<file path="src/rhp_pkg.sv">
// Shared types and constants for the RTP header parser.
`timescale 1ns / 1ps

package rhp_pkg;

    localparam int COUNT_W  = 18;
    localparam int SKIP_W   = 18;
    localparam int PLEN_W   = 16;
    localparam int TDATA_W  = 120;

    localparam logic [COUNT_W-1:0] COUNT_MAX          = {COUNT_W{1'b1}};
    localparam logic [COUNT_W-1:0] FIXED_HEADER_BYTES = COUNT_W'(12);
    localparam logic [COUNT_W-1:0] IDX_SEQ_END        = COUNT_W'(4);
    localparam logic [COUNT_W-1:0] IDX_TS_END         = COUNT_W'(8);
    localparam logic [COUNT_W-1:0] IDX_HDR_LAST       = FIXED_HEADER_BYTES - COUNT_W'(1);
    localparam logic [SKIP_W-1:0]  EXT_HDR_BYTES      = SKIP_W'(4);
    localparam logic [SKIP_W-1:0]  EXT_LEN_HI         = SKIP_W'(2);
    localparam logic [SKIP_W-1:0]  EXT_LEN_LO         = SKIP_W'(1);
    localparam logic [PLEN_W-1:0]  PLEN_MAX           = {PLEN_W{1'b1}};
    localparam logic [1:0]         RTP_VERSION        = 2'd2;

    typedef enum logic [5:0] {
        PH_FIXED    = 6'b000001,
        PH_CSRC     = 6'b000010,
        PH_EXT_HDR  = 6'b000100,
        PH_EXT_BODY = 6'b001000,
        PH_PAYLOAD  = 6'b010000,
        PH_DISCARD  = 6'b100000
    } phase_t;

    typedef enum logic [1:0] {
        ST_OK          = 2'd0,
        ST_SHORT       = 2'd1,
        ST_BAD_VERSION = 2'd2
    } status_t;

    typedef struct packed {
        logic [7:0] data_byte;
        logic       last_byte;
    } item_t;

    typedef struct packed {
        logic              byte_valid;
        logic [7:0]        payload_byte;
        logic              end_of_packet;
        status_t           status;
        logic              marker;
        logic [6:0]        payload_type;
        logic [15:0]       sequence_res;
        logic [31:0]       timestamp;
        logic [31:0]       ssrc;
        logic [PLEN_W-1:0] payload_length;
    } res_t;

endpackage

</file>
<file path="src/rhp_input_stage.sv">
// Input register for packet bytes.
`timescale 1ns / 1ps

module rhp_input_stage (
    input  logic          aclk,
    input  logic          aresetn,
    input  logic          s_tvalid,
    output logic          s_tready,
    input  rhp_pkg::item_t s_item,
    input  logic          advance,
    output logic          in_valid,
    output rhp_pkg::item_t in_item
);
    import rhp_pkg::*;

    logic  in_valid_reg;
    item_t item_reg;

    assign s_tready = !in_valid_reg || advance;
    assign in_valid = in_valid_reg;
    assign in_item  = item_reg;

    always_ff @(posedge aclk) begin
        if (!aresetn) begin
            in_valid_reg <= 1'b0;
        end else if (s_tvalid && s_tready) begin
            in_valid_reg <= 1'b1;
        end else if (advance) begin
            in_valid_reg <= 1'b0;
        end
    end

    always_ff @(posedge aclk) begin
        if (s_tvalid && s_tready) begin
            item_reg <= s_item;
        end
    end

    // a held item must not move or change until the core takes it
    a_hold_item: assert property (@(posedge aclk) disable iff (!aresetn)
        in_valid_reg && !advance |=> in_valid_reg && $stable(item_reg))
        else $error("input item dropped or changed while waiting");

endmodule

</file>
<file path="src/rhp_parse_core.sv">
// Header parse state and per-byte result logic.
`timescale 1ns / 1ps

module rhp_parse_core (
    input  logic           aclk,
    input  logic           aresetn,
    input  logic           fire,
    input  rhp_pkg::item_t item,
    output logic           has_result,
    output rhp_pkg::res_t  res
);
    import rhp_pkg::*;

    phase_t             phase_reg,  phase_next;
    logic [COUNT_W-1:0] count_reg,  count_next;
    logic [15:0]        first_reg,  first_next;
    logic [15:0]        seq_reg,    seq_next;
    logic [31:0]        time_reg,   time_next;
    logic [31:0]        source_reg, source_next;
    logic [SKIP_W-1:0]  skip_reg,   skip_next;
    logic [PLEN_W-1:0]  pc_reg,     pc_next;

    logic [7:0]         b;
    logic [COUNT_W-1:0] idx;
    logic               fwd;
    logic [SKIP_W-1:0]  skip_dec;
    logic [15:0]        ext_words;
    logic [3:0]         cc;
    status_t            status;

    always_comb begin
        b        = item.data_byte;
        idx      = count_reg;
        fwd      = 1'b0;
        cc       = first_reg[11:8];
        skip_dec = (skip_reg != '0) ? skip_reg - SKIP_W'(1) : skip_reg;
        ext_words = {pc_reg[7:0], b};

        phase_next  = phase_reg;
        count_next  = (count_reg == COUNT_MAX) ? count_reg : count_reg + COUNT_W'(1);
        first_next  = first_reg;
        seq_next    = seq_reg;
        time_next   = time_reg;
        source_next = source_reg;
        skip_next   = skip_reg;
        pc_next     = pc_reg;

        case (phase_reg)
            PH_FIXED: begin
                if (idx == '0) begin
                    first_next = {b, 8'h00};
                    if (b[7:6] != RTP_VERSION) begin
                        phase_next = PH_DISCARD;
                    end
                end else if (idx == COUNT_W'(1)) begin
                    first_next = {first_reg[15:8], b};
                end else if (idx < IDX_SEQ_END) begin
                    seq_next = {seq_reg[7:0], b};
                end else if (idx < IDX_TS_END) begin
                    time_next = {time_reg[23:0], b};
                end else begin
                    source_next = {source_reg[23:0], b};
                end
                // header complete: CSRC list, then extension, then payload
                if (idx == IDX_HDR_LAST) begin
                    if (cc != 4'd0) begin
                        phase_next = PH_CSRC;
                        skip_next  = {{(SKIP_W-6){1'b0}}, cc, 2'b00};
                    end else if (first_reg[12]) begin
                        phase_next = PH_EXT_HDR;
                        skip_next  = EXT_HDR_BYTES;
                    end else begin
                        phase_next = PH_PAYLOAD;
                    end
                end
            end
            PH_CSRC: begin
                skip_next = skip_dec;
                if (skip_dec == '0) begin
                    if (first_reg[12]) begin
                        phase_next = PH_EXT_HDR;
                        skip_next  = EXT_HDR_BYTES;
                    end else begin
                        phase_next = PH_PAYLOAD;
                    end
                end
            end
            PH_EXT_HDR: begin
                if (skip_reg == EXT_LEN_HI) begin
                    // payload counter is idle here; it parks the length high byte
                    pc_next   = {8'h00, b};
                    skip_next = skip_dec;
                end else if (skip_reg == EXT_LEN_LO) begin
                    pc_next = '0;
                    if (ext_words != 16'd0) begin
                        phase_next = PH_EXT_BODY;
                        skip_next  = {ext_words, 2'b00};
                    end else begin
                        phase_next = PH_PAYLOAD;
                    end
                end else begin
                    skip_next = skip_dec;
                end
            end
            PH_EXT_BODY: begin
                skip_next = skip_dec;
                if (skip_dec == '0) begin
                    phase_next = PH_PAYLOAD;
                end
            end
            PH_PAYLOAD: begin
                fwd = 1'b1;
                if (pc_reg != PLEN_MAX) begin
                    pc_next = pc_reg + PLEN_W'(1);
                end
            end
            default: begin
            end
        endcase

        if (count_next < FIXED_HEADER_BYTES) begin
            status = ST_SHORT;
        end else if (phase_next == PH_DISCARD) begin
            status = ST_BAD_VERSION;
        end else if (phase_next == PH_PAYLOAD) begin
            status = ST_OK;
        end else begin
            status = ST_SHORT;
        end

        has_result = fwd || item.last_byte;

        res = '0;
        if (fwd) begin
            res.byte_valid   = 1'b1;
            res.payload_byte = b;
        end
        if (item.last_byte) begin
            res.end_of_packet = 1'b1;
            res.status        = status;
            if (status == ST_OK) begin
                res.marker         = first_next[7];
                res.payload_type   = first_next[6:0];
                res.sequence_res   = seq_next;
                res.timestamp      = time_next;
                res.ssrc           = source_next;
                res.payload_length = pc_next;
            end
        end
    end

    always_ff @(posedge aclk) begin
        if (!aresetn || (fire && item.last_byte)) begin
            phase_reg  <= PH_FIXED;
            count_reg  <= '0;
            first_reg  <= '0;
            seq_reg    <= '0;
            time_reg   <= '0;
            source_reg <= '0;
            skip_reg   <= '0;
            pc_reg     <= '0;
        end else if (fire) begin
            phase_reg  <= phase_next;
            count_reg  <= count_next;
            first_reg  <= first_next;
            seq_reg    <= seq_next;
            time_reg   <= time_next;
            source_reg <= source_next;
            skip_reg   <= skip_next;
            pc_reg     <= pc_next;
        end
    end

    a_restart: assert property (@(posedge aclk) disable iff (!aresetn)
        fire && item.last_byte |=> count_reg == '0 && phase_reg == PH_FIXED)
        else $error("parser did not restart after final byte");

    a_fwd_phase: assert property (@(posedge aclk) disable iff (!aresetn)
        res.byte_valid |-> phase_reg == PH_PAYLOAD)
        else $error("payload byte forwarded outside payload phase");

    a_plen_mono: assert property (@(posedge aclk) disable iff (!aresetn)
        fire && !item.last_byte && phase_reg == PH_PAYLOAD
        |=> pc_reg >= $past(pc_reg) && pc_reg != '0)
        else $error("payload length went backward");

endmodule

</file>
<file path="src/rhp_output_stage.sv">
// Result register toward the downstream receiver.
`timescale 1ns / 1ps

module rhp_output_stage (
    input  logic          aclk,
    input  logic          aresetn,
    input  logic          load,
    input  rhp_pkg::res_t res,
    output logic          out_free,
    output logic          m_tvalid,
    input  logic          m_tready,
    output rhp_pkg::res_t m_res
);
    import rhp_pkg::*;

    logic m_valid_reg;
    res_t res_reg;

    assign out_free = !m_valid_reg || m_tready;
    assign m_tvalid = m_valid_reg;
    assign m_res    = res_reg;

    always_ff @(posedge aclk) begin
        if (!aresetn) begin
            m_valid_reg <= 1'b0;
        end else if (load) begin
            m_valid_reg <= 1'b1;
        end else if (m_tready) begin
            m_valid_reg <= 1'b0;
        end
    end

    always_ff @(posedge aclk) begin
        if (load) begin
            res_reg <= res;
        end
    end

    a_no_overwrite: assert property (@(posedge aclk) disable iff (!aresetn)
        load |-> (!m_valid_reg || m_tready))
        else $error("result register overwritten while stalled");

endmodule

</file>
<file path="src/rtp_header_parser.sv">
// Top level of the RTP header parser.
`timescale 1ns / 1ps

// RTP receive header parser.
// Input channel (s_): one packet byte per item in s_tdata[7:0], s_tlast on the
// final byte of the packet. Output channel (m_): one item per payload byte and
// one for the final byte; header, CSRC and extension bytes produce nothing
// unless they end the packet. m_tuser flags a valid payload byte in m_tdata[7:0];
// m_tlast marks the end-of-packet item, which carries status and header fields.
// An accepted byte is held in the input register, its result then in the
// result register. Throughput: one byte per cycle while m_tready is high; the
// phase update between the two registers is combinational. The input side keeps
// accepting while a result waits, as long as the item taking the core's slot
// either has no result or the result register is free.
// Reset (aresetn low, synchronous) empties both registers and returns the
// parser to the start of a fixed header. When m_tready is low, the result is
// held, an input byte with a result waits; s_tready drops once both are full.
// Status: 0 ok, 1 packet too short or cut inside CSRC/extension, 2 bad version
// (rest of that packet discarded). Payload length saturates at 65535.
module rtp_header_parser (
    input  logic                         aclk,
    input  logic                         aresetn,
    input  logic                         s_tvalid,
    output logic                         s_tready,
    input  logic [7:0]                   s_tdata,  // [7:0] data_byte
    input  logic                         s_tlast,  // last_byte
    output logic                         m_tvalid,
    input  logic                         m_tready,
    // [7:0] payload_byte, [9:8] status, [10] marker, [17:11] payload_type,
    // [33:18] sequence_res, [65:34] timestamp, [97:66] ssrc,
    // [113:98] payload_length, [119:114] zero
    output logic [rhp_pkg::TDATA_W-1:0]  m_tdata,
    output logic                         m_tuser,  // [0] byte_valid
    output logic                         m_tlast   // end_of_packet
);
    import rhp_pkg::*;

    item_t s_item;
    item_t in_item;
    logic  in_valid;
    logic  advance;
    logic  has_result;
    logic  out_free;
    logic  load;
    res_t  core_res;
    res_t  m_res;

    assign s_item.data_byte = s_tdata;
    assign s_item.last_byte = s_tlast;

    assign advance = in_valid && (!has_result || out_free);
    assign load    = advance && has_result;

    rhp_input_stage u_input (
        .aclk     (aclk),
        .aresetn  (aresetn),
        .s_tvalid (s_tvalid),
        .s_tready (s_tready),
        .s_item   (s_item),
        .advance  (advance),
        .in_valid (in_valid),
        .in_item  (in_item)
    );

    rhp_parse_core u_core (
        .aclk       (aclk),
        .aresetn    (aresetn),
        .fire       (advance),
        .item       (in_item),
        .has_result (has_result),
        .res        (core_res)
    );

    rhp_output_stage u_output (
        .aclk     (aclk),
        .aresetn  (aresetn),
        .load     (load),
        .res      (core_res),
        .out_free (out_free),
        .m_tvalid (m_tvalid),
        .m_tready (m_tready),
        .m_res    (m_res)
    );

    assign m_tuser = m_res.byte_valid;
    assign m_tlast = m_res.end_of_packet;
    assign m_tdata = {6'b000000,
                      m_res.payload_length,
                      m_res.ssrc,
                      m_res.timestamp,
                      m_res.sequence_res,
                      m_res.payload_type,
                      m_res.marker,
                      m_res.status,
                      m_res.payload_byte};

endmodule

</file>
<file path="config.mk">
export PLATFORM = sky130hd
export DESIGN_NAME = rtp_header_parser
export DESIGN_NICKNAME = d
export VERILOG_FILES = /design/src/rhp_pkg.sv /design/src/rhp_input_stage.sv /design/src/rhp_parse_core.sv /design/src/rhp_output_stage.sv /design/src/rtp_header_parser.sv
export SDC_FILE = /design/constraint.sdc
export NUM_CORES = 1
export LEC_CHECK = 0
export ABC_AREA = 1
export BUFFER_PORTS_ARGS = -buffer_cell sky130_fd_sc_hd__clkbuf_2
export CAP_MARGIN = 10
export CORE_MARGIN = 4
export CORE_UTILIZATION = 60
export DETAILED_ROUTE_END_ITERATION = 12
export PLACE_DENSITY = 0.91
export SETUP_SLACK_MARGIN = 0.2
export SYNTH_ARGS = -nofsm -noshare
export SYNTH_HDL_FRONTEND = slang
export SYNTH_SLANG_ARGS = --single-unit
</file>
<file path="constraint.sdc">
create_clock -name aclk -period 5.8 [get_ports aclk]
set_input_delay 1.16 -clock aclk [delete_from_list [all_inputs] [get_ports aclk]]
set_output_delay 1.16 -clock aclk [all_outputs]
set_load 0.02 [all_outputs]
</file>
# --- After elaboration in Yosys (flattened, before gate mapping) ---
# Index checks and enable logic that the tools add are counted.
classes:
  eq_ne: 17
  muxes: 54
  n_lt_le_gt_ge: 3
  n_reduce_logical: 25
  n_addsub: 3
op_table:
  columns: ["op", "n"]
  rows:
  - ["two-way mux 32 bit", 10]
  - ["two-way mux 18 bit", 10]
  - ["two-way mux 16 bit", 7]
  - ["two-way mux 107 bit", 1]
  - ["two-way mux 104 bit", 1]
  - ["one-hot mux 18 bit (4 select lines)", 1]
  - ["two-way mux 6 bit", 8]
  - ["equality test 18 x 1 -> 1 bit (second input constant)", 2]
  - ["zero test 18 bit", 2]
  - ["< comparator 18 x 4 -> 1 bit (second input constant)", 2]
  - ["one-hot mux 16 bit (2 select lines)", 1]
  - ["one-hot mux 6 bit (4 select lines)", 1]
  - ["adder 18 x 1 -> 18 bit (second input constant)", 1]
  - ["equality test 18 bit (second input constant)", 1]
  - ["equality test 18 x 2 -> 1 bit (second input constant)", 1]
  - ["equality test 18 x 4 -> 1 bit (second input constant)", 1]
  - ["< comparator 18 x 3 -> 1 bit (second input constant)", 1]
  - ["nonzero test 18 bit", 1]
  - ["subtractor 18 x 1 -> 18 bit (second input constant)", 1]
  - ["adder 16 x 1 -> 16 bit (second input constant)", 1]
  - ["two-way mux 8 bit", 2]
  - ["!= test 16 bit (second input constant)", 1]
  - ["nonzero test 16 bit", 1]
  - ["two-way mux 13 bit", 1]
  - ["other kinds (23)", 43]
word_totals:
  regBits: 278
  in_bits: 13

# --- Longest topological paths before layout ---
# Gate-level depths: netlist (run 1).
depth:
  ltp_word: 12
  depth_mapped: 23
  depth_no_buf: 21

# --- By module ---
# From an unflattened synthesis (run 1), not the netlist that was laid out.
hier_totals:
  cells_unflattened: 1569
  hier_area_um2: 13740.7
modules_own_cells:
  columns: ["mod", "area_per_inst_um2", "seq_area_each_um2", "cells_per_inst", "n_inst"]
  rows:
  - ["rhp_parse_core", 9815.7, 3022.9, 1419, 1]
  - ["rhp_output_stage", 3529.6, 3503.4, 122, 1]
  - ["rhp_input_stage", 321.6, 290.3, 16, 1]
  - ["rtp_header_parser", 73.8, 0.0, 12, 1]

# --- Worst setup path before layout (run 1) ---
# OpenSTA, ideal clock, no wires.
synth_timing:
  kind: "input-to-reg"
  from: "in m_tready"
  to: "reg u_output.res_reg (netlist bit u_output.m_res[0]) (enable)"
  arrival_time_ns: 4.325
  slack_ns: 1.005
  path_stages: 6
  n_path_buf: 2
  path_cell_list: "nor2_1 -> a21oi_1 -> clkbuf_1 -> clkbuf_1 -> nand2_1 -> inv_1"
synth_via:
  elab_chain_cells: 4
synth_lines:
  columns: ["element", "line_no", "rtl"]
  rows:
  - ["start, declared", "rtp_header_parser.sv:28", "input logic m_tready,"]
  - ["logical OR 1 bit", "rhp_output_stage.sv:19", "assign out_free = !m_valid_reg || m_tready;"]
  - ["logical OR 1 bit", "rtp_header_parser.sv:51", "assign advance = in_valid && (!has_result || out_free);"]
  - ["logical AND 1 bit", "rtp_header_parser.sv:51", null]
  - ["logical AND 1 bit", "rtp_header_parser.sv:52", "assign load = advance && has_result;"]
  - ["named net load", "rtp_header_parser.sv:44", "logic load;"]
  - ["end signal, assigned", "rhp_output_stage.sv:35", "res_reg <= res;"]
  - ["end, declared", "rhp_output_stage.sv:17", "res_t res_reg;"]
# The timed path passes the listed nets, and every way through them passes these cells.
# A chain may end at the register's enable or synchronous reset.

# --- Worst setup path in the final report (run 1) ---
layout_timing:
  from: "reg u_core.skip_reg[0]"
  to: "reg u_output.res_reg (netlist bit u_output.m_res[39]) (data pin)"
layout_via:
  elab_chain_cells: 11
  elab_cells_between_ends: 18
  cone_classes: "add/sub (1); eq/ne (4); mux (9); reduce/logical (4)"
layout_lines:
  columns: ["element", "line_no", "rtl"]
  rows:
  - ["start, declared", "rhp_parse_core.sv:20", "logic [SKIP_W-1:0] skip_reg, skip_next;"]
  - ["start signal, assigned", "rhp_parse_core.sv:169", "skip_reg <= skip_next;"]
  - ["subtractor 18 x 1 -> 18 bit / nonzero test 18 bit (equally long branches)", "rhp_parse_core.sv:36", "skip_dec = (skip_reg != '0) ? skip_reg - SKIP_W'(1) : skip_reg;"]
  - ["two-way mux 18 bit", "rhp_parse_core.sv:36", null]
  - ["zero test 18 bit", "rhp_parse_core.sv:79, rhp_parse_core.sv:107", null]
  - ["two-way mux 6 bit (on tied branches)", "rhp_parse_core.sv:107, rhp_parse_core.sv:79", null]
  - ["one-hot mux 6 bit (4 select lines) *", "rhp_parse_core.sv:48", "case (phase_reg)"]
  - ["equality test 6 x 5 -> 1 bit", "rhp_parse_core.sv:125", "end else if (phase_next == PH_PAYLOAD) begin"]
  - ["two-way mux 1 bit", "rhp_parse_core.sv:125", null]
  - ["two-way mux 2 bit *", "rhp_parse_core.sv:123", "end else if (phase_next == PH_DISCARD) begin"]
  - ["two-way mux 2 bit *", "rhp_parse_core.sv:121", "if (count_next < FIXED_HEADER_BYTES) begin"]
  - ["zero test 2 bit *", "rhp_parse_core.sv:141", "if (status == ST_OK) begin"]
  - ["AND reduction 2 bit (no line) *", null, null]
# Mark *: on every way between the ends. The rest lies on a longest branch, timed or not.

==> results_dict.tcl, run 1 <==
set metrics [dict create \
    status "completed" \
    dp_cells 2089 \
    drc 0 \
    grt_usage_pct 26.8 \
    power.internal_uw 3330 \
    fmax_ghz 0.256 \
    drt_iter0_markers 1270 \
    grt_pass1_vias 11500 \
    numCtsBuffers 27 \
    cp-endpoint "u_output.m_res[39]$_SDFFCE_PN0P_" \
    syn_avg_cell_area_sq_um 8.33 \
    cts_tree "yes" \
    area_growth_syn_to_layout_pct 11.5 \
    boundaryPins 137 \
    hold_viol_final 0 \
    tns_ns 0 \
    port_buffers 130 \
    clock_latency_ns 0.53 \
    die_width_microns 162 \
    ys_types 52 \
    yosysTopAreaCell "edfxtp_1" \
    dpl-instance-area_sq_um 15000 \
    clock_power_share_pct 39.0 \
    tightest_slew_ns 1.24 \
    p_sw_share_pct 27.0 \
    clockBufferDepth 3 \
    die_h_microns 162 \
    timing.rr.end "u_output.m_res[39]$_SDFFCE_PN0P_" \
    vias 12100 \
    cts.sinks 278 \
    grt_max_degree 135 \
    crit_required_ns 6.03 \
    worstRegToRegCells 20 \
    relSlewSlack_pct 17.3 \
    fin_nets 1821 \
    r2r_setup_slack_ns 1.90 \
    path_clk_slew_ns 0.07 \
    synth.yosys.seq_area_share_pct 47.9 \
    hp-class "reg -> reg" \
    holdBufCountCts 0 \
    antenna_found_initial 0 \
    async_flop_share_pct 0 \
    drv_cap 0 \
    h-tree-depth 1 \
    drt-total-wl_mm 36.0 \
    peakVddDrop_mv 0.200 \
    p_seq_share_pct 47.8 \
    cts_resized 0 \
    final_area_sq_um 15900 \
    synth_area_leaders "edfxtp_1, dfxtp_1, nand2_1, inv_1, nor2_4" \
    root_buffer "clkbuf_16" \
    min_period_ns 3.90 \
    synth_area_sq_um 14200 \
    powerDensity_nw_per_um2 287 \
    grt_pass1_wl_mm 58.3 \
    fp-row-count 56 \
    comb_power_share_pct 13.2 \
    drive_above_1_share_pct 15.5 \
    ant_nets 0 \
    holdWs_ns 0.504 \
    synth_top_area_share_pct 26.4 \
    final_cell_count_no_fill 2139 \
    syn_inst 1709 \
    crit_arrival_ns 4.14 \
    p_total_uw 4560 \
    setup_viol 0 \
    drv_slew 0 \
    largest_reg_flops 116 \
    mostFrequentLayoutCells "nand2_1, inv_1, nor2_1" \
    die_area_sq_um 26300 \
    final_common_cell "nand2_1" \
    finalWeightedCongestion 0.930 \
    core_area_sq_um 23400 \
    hpwl_mm 24.4 \
    vias_per_cell 5.64 \
    path_class "reg -> reg" \
    startpoint "u_core.skip_reg[0]$_SDFFE_PP0P_" \
    p_sw_uw 1230 \
    critPathMaxFanout 104 \
    rsz0062_at_grt "false" \
    reg2reg_from "u_core.skip_reg[0]$_SDFFE_PP0P_" \
    clock-skew-final_ns 0.0146 \
    synth_edf_count 125 \
    start_util_pct 60.8 \
    diodes 0 \
    ys_seq_elements 278 \
    synth_ff_type "dfxtp_1" \
    post_cts_buffers 0 \
    finalCritPeriodShare_pct 67.3 \
    synth_warnings 0 \
    firstDrtPassIters 5 \
    crit_path_start_kind "register" \
    p_leak_uw 0.00720 \
    post_drt_wl_per_cell_microns 16.8 \
    overflow 0 \
    cp-end-kind "register" \
]
[cell usage after synthesis, types with 4 or more instances]
| library cell | number |
|---|---|
| nand2_1 | 315 |
| inv_1 | 241 |
| nor2_1 | 178 |
| dfxtp_1 | 153 |
| edfxtp_1 | 125 |
| a21oi_1 | 107 |
| o21ai_0 | 106 |
| o211ai_1 | 95 |
| nor2_4 | 64 |
| nand3_1 | 56 |
| clkbuf_1 | 47 |
| mux2i_1 | 34 |
| nor3_1 | 26 |
| nand4_1 | 23 |
| buf_1 | 13 |
| xor2_1 | 12 |
| buf_2 | 11 |
| nor2_2 | 11 |
| ha_1 | 8 |
| nor4_1 | 7 |
| a31oi_1 | 6 |
| buf_12 | 6 |
| buf_4 | 6 |
| inv_2 | 6 |
| nand2_2 | 6 |
| nand3b_1 | 6 |
| a211oi_1 | 4 |
[critical path: stages (launching register included)]
cell and delay [ns]:
dfxtp_1 0.34, inv_1 0.19, ha_1 0.23, nand3_2 0.17, nor2_4 0.24, nand3_4 0.21, nand2_1 0.18, nand2_1 0.07
nor2_1 0.11, nand2_1 0.07, nor2_1 0.08, nand3_1 0.14, nand2_1 0.10, nand2_1 0.08, nand2_1 0.07, nand2_1 0.05
nand3_1 0.14, inv_1 0.11, nand3_4 0.08, buf_12 0.62, nor2_1 0.16
[how the worst min path moves through the flow]
stage	start	to	slack, ns	cells after the start
after floorplan	u_core.skip_reg[17]$_SDFFE_PP0P_	u_core.skip_reg[17]$_SDFFE_PP0P_	0.46	2
after global placement	u_core.time_reg[25]$_SDFFE_PP0P_	u_core.time_reg[25]$_SDFFE_PP0P_	0.48	2
after detailed placement	u_core.seq_reg[4]$_SDFFE_PP0P_	u_core.seq_reg[4]$_SDFFE_PP0P_	0.48	2
after CTS	u_core.seq_reg[4]$_SDFFE_PP0P_	u_core.seq_reg[4]$_SDFFE_PP0P_	0.50	2
after global routing	u_core.source_reg[14]$_SDFFE_PP0P_	u_core.source_reg[14]$_SDFFE_PP0P_	0.53	2
final	u_core.seq_reg[15]$_SDFFE_PP0P_	u_core.seq_reg[15]$_SDFFE_PP0P_	0.50	2
[layer usage]
layer  share of wire [%]  up-vias  track usage (%)  wire [microns]
met3                 7.5       87             4.24            2690
met5                   0        -                0               0
met2                  49      511             45.6           17600
met4                 2.9        0             9.42            1040
met1                  41     5629             35.1           14700
li1                    -     5838                -               -
[area by class of cell]
class                           instances  area (sq um)
Tap cell                              319           399
Clock buffer                           42           772
Sequential cell                       278          6820
Inverter                              249           937
Multi-Input combinational cell       1102          6060
Clock inverter                          7           120
Fill cell                            1796          7530
Timing Repair Buffer                  142           773
[power groups by stage]
stage	Sequential [uW]	Clock, uW	Combinational [uW]
after floorplan	2210	0	462
after global placement	2220	0	561
after detailed placement	2220	0	582
after CTS	2180	1790	593
after global routing	2190	1880	663
final	2180	1780	601
[logic make-up (layout without fill, tap and decap cells)]
logic type	Yosys count	in the layout	share of synthesized area (%)
multiplexers	34	34	2.39
XOR/XNOR	13	13	0.800
AO/OA/AOI/OAI	335	335	13.9
buffers and inverters	334	440	9.88
other	1	6	0.0263
AND/OR/NAND/NOR	706	706	24.5
flip-flops	278	278	47.9
adder cells (fa/ha/maj)	8	8	0.703
[stage by stage]
step                util (%)  setup slack [ns]
floorplan                  -              1.00
global placement        64.0              2.03
detailed placement      64.0              1.83
CTS                     67.8              1.93
global route            67.8              1.56
finish                  67.8              1.90
Power figures use the tool's default switching activity.
==> inputs of run 2 (changes only) <==
clock period = 3.65 ns   (was 5.8 ns; I/O delays follow)
==> run 2 against run 1 <==
Compared with the run above:
- sequential cell count stayed put
- register-to-register slack lost 1.4 ns
- count of clock-buffer cells in the layout fell by 5
- cell area rose by 1.5%
- total power is 60% higher
- clock skew rose by 0.0018 ns
- die area unchanged
- non-clock buffer count up 12
- routed wire length shrank 0.16%
- maximum frequency rose by 23%
- critical path type unchanged
- largest cell class unchanged
==> results_dict.tcl, run 2 (same netlist as run 1, synthesis figures left out) <==
set metrics [dict create \
    path_clk_slew_ns 0.07 \
    die_h_microns 162 \
    status "completed" \
    cts_tree "yes" \
    grt_usage_pct 26.6 \
    worstRegToRegCells 17 \
    core_area_sq_um 23400 \
    final_area_sq_um 16100 \
    grt_pass1_wl_mm 57.6 \
    n_fill_cell 1737 \
    firstDrtPassIters 6 \
    grt_max_degree 118 \
    mostFrequentLayoutCells "nand2_1, inv_1, nor2_1" \
    h-tree-depth 1 \
    final_common_cell "nand2_1" \
    largest_reg_flops 116 \
    hpwl_mm 24.5 \
    min_period_ns 3.18 \
    post_drt_wl_per_cell_microns 16.7 \
    setup_viol 0 \
    startpoint "u_core.count_reg[0]$_SDFFE_PP0P_" \
    crit_required_ns 3.92 \
    holdBufCountCts 0 \
    clockBufferDepth 3 \
    cp-end-kind "register" \
    antenna_found_initial 0 \
    tns_ns 0 \
    fmax_ghz 0.314 \
    vias 12200 \
    diodes 0 \
    drc 0 \
    area_growth_syn_to_layout_pct 13.2 \
    drive_above_1_share_pct 16.9 \
    relSlewSlack_pct 24.5 \
    post_cts_buffers 0 \
    hold_viol_final 0 \
    critPathMaxFanout 19 \
    die_width_microns 162 \
    cp-endpoint "u_output.m_res[51]$_SDFFCE_PN0P_" \
    crit_path_start_kind "register" \
    r2r_setup_slack_ns 0.47 \
    fp-row-count 56 \
    overflow 0 \
    vias_per_cell 5.67 \
    port_buffers 130 \
    start_util_pct 60.8 \
    p_leak_uw 0.00733 \
    die_area_sq_um 26300 \
    rsz0062_at_grt "false" \
    cts.sinks 278 \
    root_buffer "clkbuf_16" \
    finalCritPeriodShare_pct 87.2 \
    boundaryPins 137 \
    tightest_slew_ns 1.13 \
    timing.rr.end "u_output.m_res[51]$_SDFFCE_PN0P_" \
    holdWs_ns 0.377 \
    ant_nets 0 \
    clock-skew-final_ns 0.0164 \
    powerDensity_nw_per_um2 453 \
    hp-class "in -> reg" \
    drv_cap 0 \
    fin_nets 1834 \
    crit_arrival_ns 3.45 \
    drv_slew 0 \
    drt-total-wl_mm 35.9 \
    clock_latency_ns 0.54 \
    utilization_pct 68.8 \
    dpl-instance-area_sq_um 15100 \
    reg2reg_from "u_core.count_reg[0]$_SDFFE_PP0P_" \
    grt_pass1_vias 11400 \
    finalWeightedCongestion 0.968 \
    path_class "reg -> reg" \
    peakVddDrop_mv 0.355 \
    drt_iter0_markers 1470 \
    numCtsBuffers 27 \
]
[run 2: worst min-delay path by stage]
stage               slack [ns]                          startpoint                                  to  cells past startpoint
floorplan                 0.46    u_core.skip_reg[17]$_SDFFE_PP0P_    u_core.skip_reg[17]$_SDFFE_PP0P_                      2
global placement          0.48  u_core.source_reg[24]$_SDFFE_PP0P_  u_core.source_reg[24]$_SDFFE_PP0P_                      2
detailed placement        0.48  u_core.source_reg[26]$_SDFFE_PP0P_  u_core.source_reg[26]$_SDFFE_PP0P_                      2
CTS                       0.37                             s_tlast        u_input.in_item[0]$_DFFE_PP_                      1
global route              0.37                          s_tdata[4]        u_input.in_item[5]$_DFFE_PP_                      1
finish                    0.38                          s_tdata[7]        u_input.in_item[8]$_DFFE_PP_                      1
[run 2: where the power goes]
part           internal [uW]  total (uW)  leakage [uW]  switching, uW
logic                    283         973       0.00429            689
registers               3360        3470       0.00259            106
clock network           1690        2860      0.000455           1170
total                   5330        7300       0.00733           1970
[run 2: cell type report]
cell class,count,area (sq um),share of cell area [%]
clock buffers,37,773,4.80
clock inverters,12,139,0.862
inverters,249,938,5.82
multi-input cells,1103,6090,37.8
flip-flops and latches,278,6820,42.3
well taps,319,399,2.48
repair buffers,154,956,5.93
[run 2: metal layers]
metal	wire, microns	track usage (%)
met5	0	0
met4	1230	9.88
met3	2560	2.89
met2	17600	45.7
met1	14600	35.0
[run 2: worst max-delay path, stage by stage (launching register included)]
cell	delay (ns)
dfxtp_1	0.44
ha_1	0.24
nand3_1	0.22
nor3_2	0.31
nand2_1	0.12
xor2_1	0.16
nor2_1	0.17
nand2_1	0.07
nor2_1	0.12
nand3_1	0.09
nor2_1	0.16
nor2_2	0.07
nand2_2	0.09
nor2_4	0.05
nand3_4	0.14
buf_16	0.21
buf_12	0.20
nor2_4	0.04
[run 2: metrics by stage]
step	std cells	worst slack, ns	total power [uW]
floorplan	1714	0.215	4250
global placement	2101	0.367	4430
detailed placement	2101	0.306	4470
CTS	2150	0.266	7300
global route	2152	0.205	7560
finish	2152	0.468	7300
[run 2: what timing repair did]
action | 4_1_cts | 5_1_grt
resized for setup | 0 | 5
setup endpoints to repair | 0 | 78
hold endpoints to repair | 0 | 0
==> inputs of run 3 (changes only) <==
CORE_UTILIZATION = 54   (was 60)
PLACE_DENSITY = 0.87   (was 0.91)
clock period = 2.7 ns   (was 3.65 ns; I/O delays follow)
==> run 3 against run 2 <==
Compared with the run above:
- combinational power is 96% higher
- final cell count is 8.8% higher
- sequential cell count unchanged
- non-clock buffer count up 170
- the flow now finishes with violations (setup timing)
- critical path type unchanged
- register-to-register slack lost 0.71 ns
- clock skew rose by 0.0013 ns
==> results_dict.tcl, run 3 (same netlist as run 1, synthesis figures left out) <==
set metrics [dict create \
    fp-row-count 59 \
    final_common_cell "nand2_1" \
    drive_above_1_share_pct 35.2 \
    clock-skew-final_ns 0.0177 \
    hp-class "in -> reg" \
    ff_latch_area_sq_um 6840 \
    powerDensity_nw_per_um2 560 \
    boundaryPins 137 \
    grt_max_degree 201 \
    core_area_sq_um 26000 \
    holdBufCountCts 0 \
    clockBufferDepth 3 \
    grt_usage_pct 27.0 \
    numCtsBuffers 28 \
    power.internal_uw 7540 \
    p_leak_uw 0.00850 \
    cts_tree "yes" \
    diodes 0 \
    cp_cell_sequence "inv_2 > ha_4 > nand3_4 > clkinvlp_4 > nand3_4 > nand2_1 > nand2_2 > nand2_1 > nor2_1 > nand2_1 > nor2_1 > nand3_2 > nand2_1 > nand2_1 > nand2_1 > nand2_1 > nand3_2 > inv_2 > nand3_4 > buf_12 > buf_12 > buf_12 > nor2_4" \
    overflow 0 \
    area_growth_syn_to_layout_pct 33.8 \
    clock_latency_ns 0.55 \
    dpl-instance-area_sq_um 16200 \
    comb_power_share_pct 17.9 \
    start_util_pct 54.8 \
    largest_reg_flops 116 \
    finalWeightedCongestion 0.989 \
    path_class "reg -> reg" \
    drv_cap 0 \
    setup_viol 104 \
    die_h_microns 170 \
    post_drt_wl_per_cell_microns 20.4 \
    violations "setup timing" \
    crit_path_start_kind "register" \
    peakVddDrop_mv 0.533 \
    fin_nets 2005 \
    drc 0 \
    antenna_found_initial 0 \
    hpwl_mm 27.3 \
    dp_cells 2228 \
    final_area_sq_um 19100 \
    grt_pass1_wl_mm 64.3 \
    hold_viol_final 0 \
    tns_ns -19.57 \
    crit_required_ns 2.99 \
    die_area_sq_um 29000 \
    p_sw_share_pct 29.3 \
    status "complete, but fails checks" \
    root_buffer "clkbuf_16" \
    n_fill_cell 1582 \
    critPathMaxFanout 8 \
    rsz0062_at_grt "true" \
    fmax_ghz 0.340 \
    p_sw_uw 3130 \
    drt_iter0_markers 1865 \
    max_stage_delay_ns 0.35 \
    port_buffers 130 \
    multi_input_area_sq_um 7200 \
    h-tree-depth 1 \
    vias_per_cell 6.01 \
    finalCritPeriodShare_pct 109 \
    crit_arrival_ns 3.23 \
    preCtsSetupSlack_ns -0.318 \
    cts.sinks 278 \
    vias 14100 \
    drt-total-wl_mm 47.7 \
    final_cell_count_no_fill 2341 \
    cpLargestDelayFamily "simple AND/OR/NAND/NOR gates" \
    clock_power_share_pct 38.0 \
    ant_nets 0 \
    crit_slowest_cell "dfxtp_2" \
    path_clk_slew_ns 0.07 \
    p_seq_share_pct 44.1 \
    path_buf_inv 6 \
    p_total_uw 10700 \
    min_period_ns 2.94 \
    firstDrtPassIters 7 \
    drv_slew 0 \
    mostFrequentLayoutCells "nand2_1, inv_1, buf_4" \
    grt_pass1_vias 12500 \
    relSlewSlack_pct 45.2 \
    tightest_slew_ns 0.822 \
    cp-end-kind "register" \
    die_width_microns 170 \
    worst_slack_ns -0.238 \
    cp_common_cell "nand2_1" \
]
==> run 3: final timing paths <==
check	start	end	slack, ns	cells past startpoint
setup / recovery	u_core.skip_reg[1]$_SDFFE_PP0P_	u_output.m_res[76]$_SDFFCE_PN0P_	-0.24	23
hold / removal	s_tdata[6]	u_input.in_item[7]$_DFFE_PP_	0.16	1
setup reg to reg	u_core.skip_reg[1]$_SDFFE_PP0P_	u_output.m_res[76]$_SDFFCE_PN0P_	-0.24	23
hold reg to reg	u_core.skip_reg[3]$_SDFFE_PP0P_	u_core.skip_reg[3]$_SDFFE_PP0P_	0.50	2
==> run 3: what timing repair did <==
item                       4_1_cts  5_1_grt
setup buffers                   24       22
gates resized for setup        118      235
hold endpoints to repair         0        0
pin swaps                       42       58
setup endpoints to repair      156      221
gates cloned                     2       13
==> run 3: cell type report <==
cell class                 count  share of cell area [%]
clock inverter                13                   0.532
timing repair inverter         1                  0.0394
inverter                     249                    5.00
multi-input combinational   1102                    37.8
clock buffer                  39                    4.49
tap                          335                    2.20
sequential                   278                    35.9
timing repair buffer         324                    14.0
==> run 3: worst reg2reg max path, delay by kind of cell, from the launching register on <==
family,cells,cell delay [ns]
adders and majority gates,1,0.16
buffers and inverters,6,0.79
DFF,1,0.35
and+or+nand+nor,16,1.38
==> run 3: metal layers <==
metal	global-route usage, %	share of wire [%]
met1	35.1	36
met2	47.1	49
met3	3.69	9.8
met4	7.78	5.4
met5	0	0
==> run 3: per-stage QoR <==
stage	hold WS (ns)	utilization, %
6_report	0.163	73.3
5_1_grt	0.154	73.3
4_1_cts	0.154	68.3
3_5_place_dp	0.483	62.2
3_3_place_gp	0.468	62.2
2_1_floorplan	0.457	-
==> run 3: power by group through the flow <==
| stage | sequential, uW | combinational (uW) | clock (uW) |
|---|---|---|---|
| detailed placement | 4750 | 1440 | 0 |
| global route | 4710 | 2040 | 4240 |
| finish | 4700 | 1910 | 4050 |
| floorplan | 4750 | 1000 | 0 |
| CTS | 4670 | 1550 | 4010 |
| global placement | 4740 | 1390 | 0 |
